**src/hw/rtl/pngu_pkg.sv**
```systemverilog
package pngu_pkg;

  // Palette size and the widths that follow from it
  localparam int unsigned PaletteEntries = 256;
  localparam int unsigned PalIdxW        = (PaletteEntries > 1) ? $clog2(PaletteEntries) : 1;
  localparam int unsigned PalCntW        = $clog2(PaletteEntries + 1);

  localparam int unsigned CfgIdxW  = 2;
  localparam int unsigned CfgDataW = 9;

  // Supported sample depths
  localparam logic [4:0] Depth1  = 5'd1;
  localparam logic [4:0] Depth2  = 5'd2;
  localparam logic [4:0] Depth4  = 5'd4;
  localparam logic [4:0] Depth8  = 5'd8;
  localparam logic [4:0] Depth16 = 5'd16;

  localparam logic [15:0] AlphaOpaque = 16'd255;

  typedef enum logic [CfgIdxW-1:0] {
    CfgColorKind   = 2'd0,
    CfgSampleDepth = 2'd1,
    CfgTransCount  = 2'd2
  } cfg_reg_e;

  typedef enum logic [2:0] {
    KindGray      = 3'd0,
    KindRgb       = 3'd1,
    KindPalette   = 3'd2,
    KindGrayAlpha = 3'd3,
    KindRgba      = 3'd4
  } color_kind_e;

  // Decoded pixel handed from the unpack stage to the palette stage
  typedef struct packed {
    logic        pal;        // palette pixel, color comes from the RAM
    logic        in_range;   // index below PaletteEntries
    logic        use_trans;  // index below trans_count
    logic [7:0]  idx;
    logic [15:0] red;
    logic [15:0] green;
    logic [15:0] blue;
    logic [15:0] alpha;
  } pngu_stage_t;

endpackage

```
**src/hw/rtl/pngu_unpack.sv**
```systemverilog
module pngu_unpack
  import pngu_pkg::*;
(
  input  logic [63:0]  pixel_bytes_i,
  input  logic [2:0]   pixel_position_i,
  input  logic [2:0]   color_kind_i,
  input  logic [4:0]   sample_depth_i,
  input  logic [8:0]   trans_count_i,
  output pngu_stage_t  stage_o
);

  logic [15:0] pair0, pair1, pair2, pair3;
  logic [7:0]  byte0, byte1, byte2, byte3;
  logic [7:0]  sub_val;
  logic [7:0]  mask;
  logic [2:0]  sh;
  logic        wide;

  assign pair0 = pixel_bytes_i[63:48];
  assign pair1 = pixel_bytes_i[47:32];
  assign pair2 = pixel_bytes_i[31:16];
  assign pair3 = pixel_bytes_i[15:0];
  assign byte0 = pixel_bytes_i[63:56];
  assign byte1 = pixel_bytes_i[55:48];
  assign byte2 = pixel_bytes_i[47:40];
  assign byte3 = pixel_bytes_i[39:32];
  assign wide  = (sample_depth_i == Depth16);

  // MSB-first sub-byte sample select
  always_comb begin
    unique case (sample_depth_i)
      Depth1: begin
        sh   = 3'd7 - pixel_position_i;
        mask = 8'h01;
      end
      Depth2: begin
        sh   = 3'd6 - {pixel_position_i[1:0], 1'b0};
        mask = 8'h03;
      end
      Depth4: begin
        sh   = pixel_position_i[0] ? 3'd0 : 3'd4;
        mask = 8'h0F;
      end
      default: begin
        sh   = 3'd0;
        mask = 8'hFF;
      end
    endcase
    sub_val = (byte0 >> sh) & mask;
  end

  always_comb begin
    stage_o           = '0;
    stage_o.idx       = wide ? byte0 : sub_val;
    stage_o.in_range  = ({1'b0, stage_o.idx} < 9'(PaletteEntries));
    stage_o.use_trans = ({1'b0, stage_o.idx} < trans_count_i);
    unique case (color_kind_i)
      KindGray: begin
        stage_o.red   = wide ? pair0 : {8'd0, sub_val};
        stage_o.green = stage_o.red;
        stage_o.blue  = stage_o.red;
        stage_o.alpha = AlphaOpaque;
      end
      KindRgb: begin
        stage_o.red   = wide ? pair0 : {8'd0, byte0};
        stage_o.green = wide ? pair1 : {8'd0, byte1};
        stage_o.blue  = wide ? pair2 : {8'd0, byte2};
        stage_o.alpha = AlphaOpaque;
      end
      KindPalette: begin
        stage_o.pal = 1'b1;
      end
      KindGrayAlpha: begin
        stage_o.red   = wide ? pair0 : {8'd0, byte0};
        stage_o.green = stage_o.red;
        stage_o.blue  = stage_o.red;
        stage_o.alpha = wide ? pair1 : {8'd0, byte1};
      end
      KindRgba: begin
        stage_o.red   = wide ? pair0 : {8'd0, byte0};
        stage_o.green = wide ? pair1 : {8'd0, byte1};
        stage_o.blue  = wide ? pair2 : {8'd0, byte2};
        stage_o.alpha = wide ? pair3 : {8'd0, byte3};
      end
      default: ; // unknown kind: all channels zero
    endcase
  end

endmodule

```
**config.mk**
```make
export PLATFORM = sky130hd
export DESIGN_NAME = pngu_unpack
export DESIGN_NICKNAME = d
export VERILOG_FILES = /design/src/hw/rtl/pngu_pkg.sv /design/src/hw/rtl/pngu_unpack.sv
export SDC_FILE = /design/constraint.sdc
export NUM_CORES = 1
export LEC_CHECK = 0
export BUFFER_PORTS_ARGS = -buffer_cell sky130_fd_sc_hd__buf_2
export CAP_MARGIN = 20
export CORE_AREA = 2 2 77 79
export DETAILED_ROUTE_END_ITERATION = 7
export DIE_AREA = 0 0 79 81
export PLACE_DENSITY = 0.73
export SLEW_MARGIN = 20
export SYNTH_ARGS = -nofsm -noshare
export SYNTH_HDL_FRONTEND = slang
export SYNTH_SLANG_ARGS = --single-unit
```
**constraint.sdc**
```tcl
create_clock -name vclk -period 7.05
set_clock_uncertainty 0.2 [all_clocks]
set_input_delay 2.115 -clock vclk [all_inputs]
set_output_delay 2.115 -clock vclk [all_outputs]
set_load 0.1 [all_outputs]
```
==> Word level (Yosys, flattened, before mapping) <==
Cells that the tools add are included.
{ "classes": {"addsub": 2, "order_cmp": 1, "eq_ne": 8, "shifts": 1, "n_mux": 11, "bitwise_logic": 1, "n_reduce_logical": 1} }
{ "op_table": {"columns": ["operator", "count"], "rows": [
  ["$pmux 64 s4", 1],
  ["$mux 16", 5],
  ["$pmux 8 s3", 1],
  ["$lt 8x9->1", 1],
  ["$pmux 3 s3", 1],
  ["$and 8x8->8", 1],
  ["$mux 8", 1],
  ["$shr 8x3->8", 1],
  ["$eq 3x2->1 const B", 2],
  ["$sub 3x3->3 const A", 2],
  ["$eq 5x1->1 const B", 1],
  ["$eq 5x2->1 const B", 1],
  ["$eq 5x3->1 const B", 1],
  ["$eq 5x5->1 const B", 1],
  ["$eq 3x1->1 const B", 1],
  ["$eq 3x3->1 const B", 1],
  ["$logic_not 3->1", 1],
  ["$mux 3", 1],
  ["$mux 1", 1]
]} }
{ "totals": {"reg_bits": 0, "input_bits": 84, "out_inout_bits": 75, "elab_cells": 25} }

==> Depth between registers and ports, before layout <==
{ "logic_depth": {"ltp_word": 6, "depth_mapped": 15} }

==> Least setup slack after synthesis <==
No wires, ideal clock.
{ "synth_path": {"path_kind": "input to output", "startpoint": "in sample_depth_i[4]", "endpoint": "out stage_o[72] in the netlist's numbering", "arrival_time_ns": 6.606, "required_ns": 4.735, "setup_slack_ns": -1.871, "cell_stages": 14, "n_path_buf": 2, "path_cell_list": "clkbuf_1 -> nor2_1 -> clkbuf_1 -> nand3_1 -> nand4_1 -> a32oi_1 -> nor2_1 -> ha_1 -> a21o_1 -> a21o_1 -> a21oi_1 -> nor2_1 -> a2111oi_0 -> o32a_1"} }
{ "synth_lines": {"columns": ["element", "line_no", "text"], "rows": [
  ["start: declaration", "pngu_unpack.sv:7", "input logic [4:0] sample_depth_i,"],
  ["end: declaration", "pngu_unpack.sv:9", "output pngu_stage_t stage_o"]
]} }

==> metrics.cfg <==
[clock_network]
post-cts-setup-buffers=0
hold_buffers=0

[worst_hold_path]
hp-start=pixel_bytes_i[28]
hold_class=in2out
min_path_cells=3
min_to=stage_o[28]

[timing]
tightest_slew_ns=0.685
slew_viol_final=0
fin_ws_ns=-0.0949
setup_viol=1
relSlewSlack=0.543
tns_ns=-0.0949
period_needed_ns=7.14
post-route-period-util=1.01
max_clock_freq_mhz=140
rsz0062_at_grt=yes
hold_viol_final=0

[routing]
wire_per_inst_um=18.1
drcViolationCount=0
vias=3125
routed_wl_mm=9.70
drt_iter0_markers=205
ant_nets=0
first_pass_iters=4
viasPerCell=5.82

[final_layout]
antenna_cells=0
final_util=0.679
seq_cell_count=0
drive_above_1_share=0.476
nets=555
syn2layout_area_growth_pct=101
ff_latch_area_um2=0
clkbuf_count=0

[worst_setup_path]
worstSetupEndpointType=primary output
slowest_stage=or4b_4
path_cells=buf_2 -> or4b_4 -> o21ai_4 -> nand4_1 -> a32oi_1 -> buf_4 -> nor2_4 -> ha_4 -> a21o_1 -> a21o_1 -> a21oi_2 -> nor2_1 -> a2111oi_2 -> o32a_2 -> buf_12
cp_top_family=compound AO/OA/AOI/OAI gates
cp_max_fo=6
critPathMaxStageDelay_ns=0.54
crit_buf_inv=3
start_kind=primary input
required_ns=4.74
cp_data_arrival_time_ns=4.83
worst-setup-path-type=in2out
crit_top_cell=a21o_1

[pwr]
ir_drop_v=0.0000591
switching_power_mw=0.252
powerDensity_nw_per_um2=97.5
intPower_mw=0.123
leakagePower_nw=1.79
sw_frac_of_total=0.672
p_clk_frac=0
sequentialPowerShare=0
pwr-share-comb=1.000

[placed_design]
io_buffers=158
gp_congestion=0.942
place_hpwl_mm=7.84
place_ws_ns=-0.441

[floorplanning]
start_util=0.337
die-height_um=81
placementRows=28
io_pins=159
die-area_um2=6400
core_um2=5680
die_w_um=79

[grt]
grt_pass1_vias=3009
grt_max_degree=29
globalRouteTotalUtil=0.283
grt_pass1_wl_mm=14.7
overflow=0
antenna_found_initial=0

[logic_synthesis]
yosys-top-cells-count=nor2_1 (35), o21ai_0 (33), mux2i_1 (25), nand2_1 (20), and2_1 (17)
synthesis.area_um2=1910
synth_cell_type_count=51
syn_inst=298
syn_nets=389
synth_top_cell_by_area=mux2i_1
synth.top_cell.area_share=0.131
yosys_warnings=0
yosysMostFrequentCell=nor2_1
synth_seq_area_share=0
syn_area_per_cell_um2=6.42
synthTopCellsByArea=mux2i_1 (13%), o21ai_0 (8.6%), a22o_1 (7.3%), nor2_1 (6.9%), and2_1 (5.6%)

[status]
status=complete, but fails checks
violations=setup timing

[job]
maxCapViolations=0

[through the flow]
| stage | instances | hold WS (ns) | power, mW | area (um2) |
|---|---|---|---|---|
| 6_report | 537 | 4.45 | 0.376 | 3850 |
| 5_1_grt | 537 | 4.45 | 0.391 | 3850 |
| 4_1_cts | 537 | 4.45 | 0.372 | 3820 |
| 3_5_place_dp | 537 | 4.45 | 0.367 | 3760 |
| 3_3_place_gp | 537 | 4.45 | 0.360 | 3760 |
| 2_1_floorplan | 298 | 4.46 | 0.232 | 1950 |
[cells in the final DEF (no fill, tap or decap), types with 2 or more instances in the layout]
master	count
a211oi_2	2
a21o_1	4
a21oi_1	13
a221o_1	3
a22o_1	16
a22oi_1	12
a32o_1	2
a32oi_1	3
and2_1	17
and3_1	3
buf_12	53
buf_2	104
buf_4	34
ha_1	6
inv_1	9
mux2i_1	25
nand2_1	20
nand2b_1	2
nand3_1	3
nand4_1	2
nor2_1	28
nor2_2	5
nor2_4	2
nor3_1	5
nor3_2	2
nor3b_1	4
o211ai_1	5
o21ai_0	22
o21ai_1	11
o21bai_1	4
o22ai_1	3
o2bb2ai_1	3
or3_1	4
xor2_1	2
[per-layer routing]
layer,track usage,wire length [um],vias to the layer above
met5,0,0,-
met4,0.0897,312,0
met3,0.0344,737,28
met2,0.503,4880,161
met1,0.357,3770,1477
li1,-,-,1459
[repair_timing]
action,4_1_cts,5_1_grt
endpoints found under the setup margin,1,1
gates resized for setup,12,7
pin swaps,9,0
[power groups by stage]
stage,Clock [mW],Sequential (mW),Combinational (mW)
final,0,0,0.376
after global routing,0,0,0.391
after floorplan,0,0,0.232
after CTS,0,0,0.372
after global placement,0,0,0.360
after detailed placement,0,0,0.367
[final cells by class]
class / instances / area [um2]
inverter: 9 / 33.8
multi-input combinational: 260 / 1860
tap: 75 / 93.8
timing repair buffer: 193 / 1860
fill: 480 / 1820
[how the worst max path moves through the flow]
stage / from / endpoint / slack (ns) / depth (start not counted)
floorplan: sample_depth_i[4] / stage_o[72] / -0.69 / 14
CTS: pixel_position_i[0] / stage_o[72] / -0.07 / 15
global route: sample_depth_i[1] / stage_o[72] / -0.26 / 15
finish: sample_depth_i[1] / stage_o[72] / -0.09 / 15
detailed placement: sample_depth_i[1] / stage_o[72] / -0.44 / 15
global placement: sample_depth_i[1] / stage_o[72] / -0.29 / 15
[logic make-up (layout without fill, tap and decap cells)]
group                    after synthesis  count (layout)  synth area share
multiplexers                          27              27             0.148
XOR/XNOR                               3               3            0.0137
AND/OR/NAND/NOR                      106             106             0.291
other                                  1               1           0.00196
AO/OA/AOI/OAI                        116             116             0.415
adder cells (fa/ha/maj)                7               7            0.0458
buffers and inverters                 38             202            0.0837
Power figures use the tool's default switching activity.
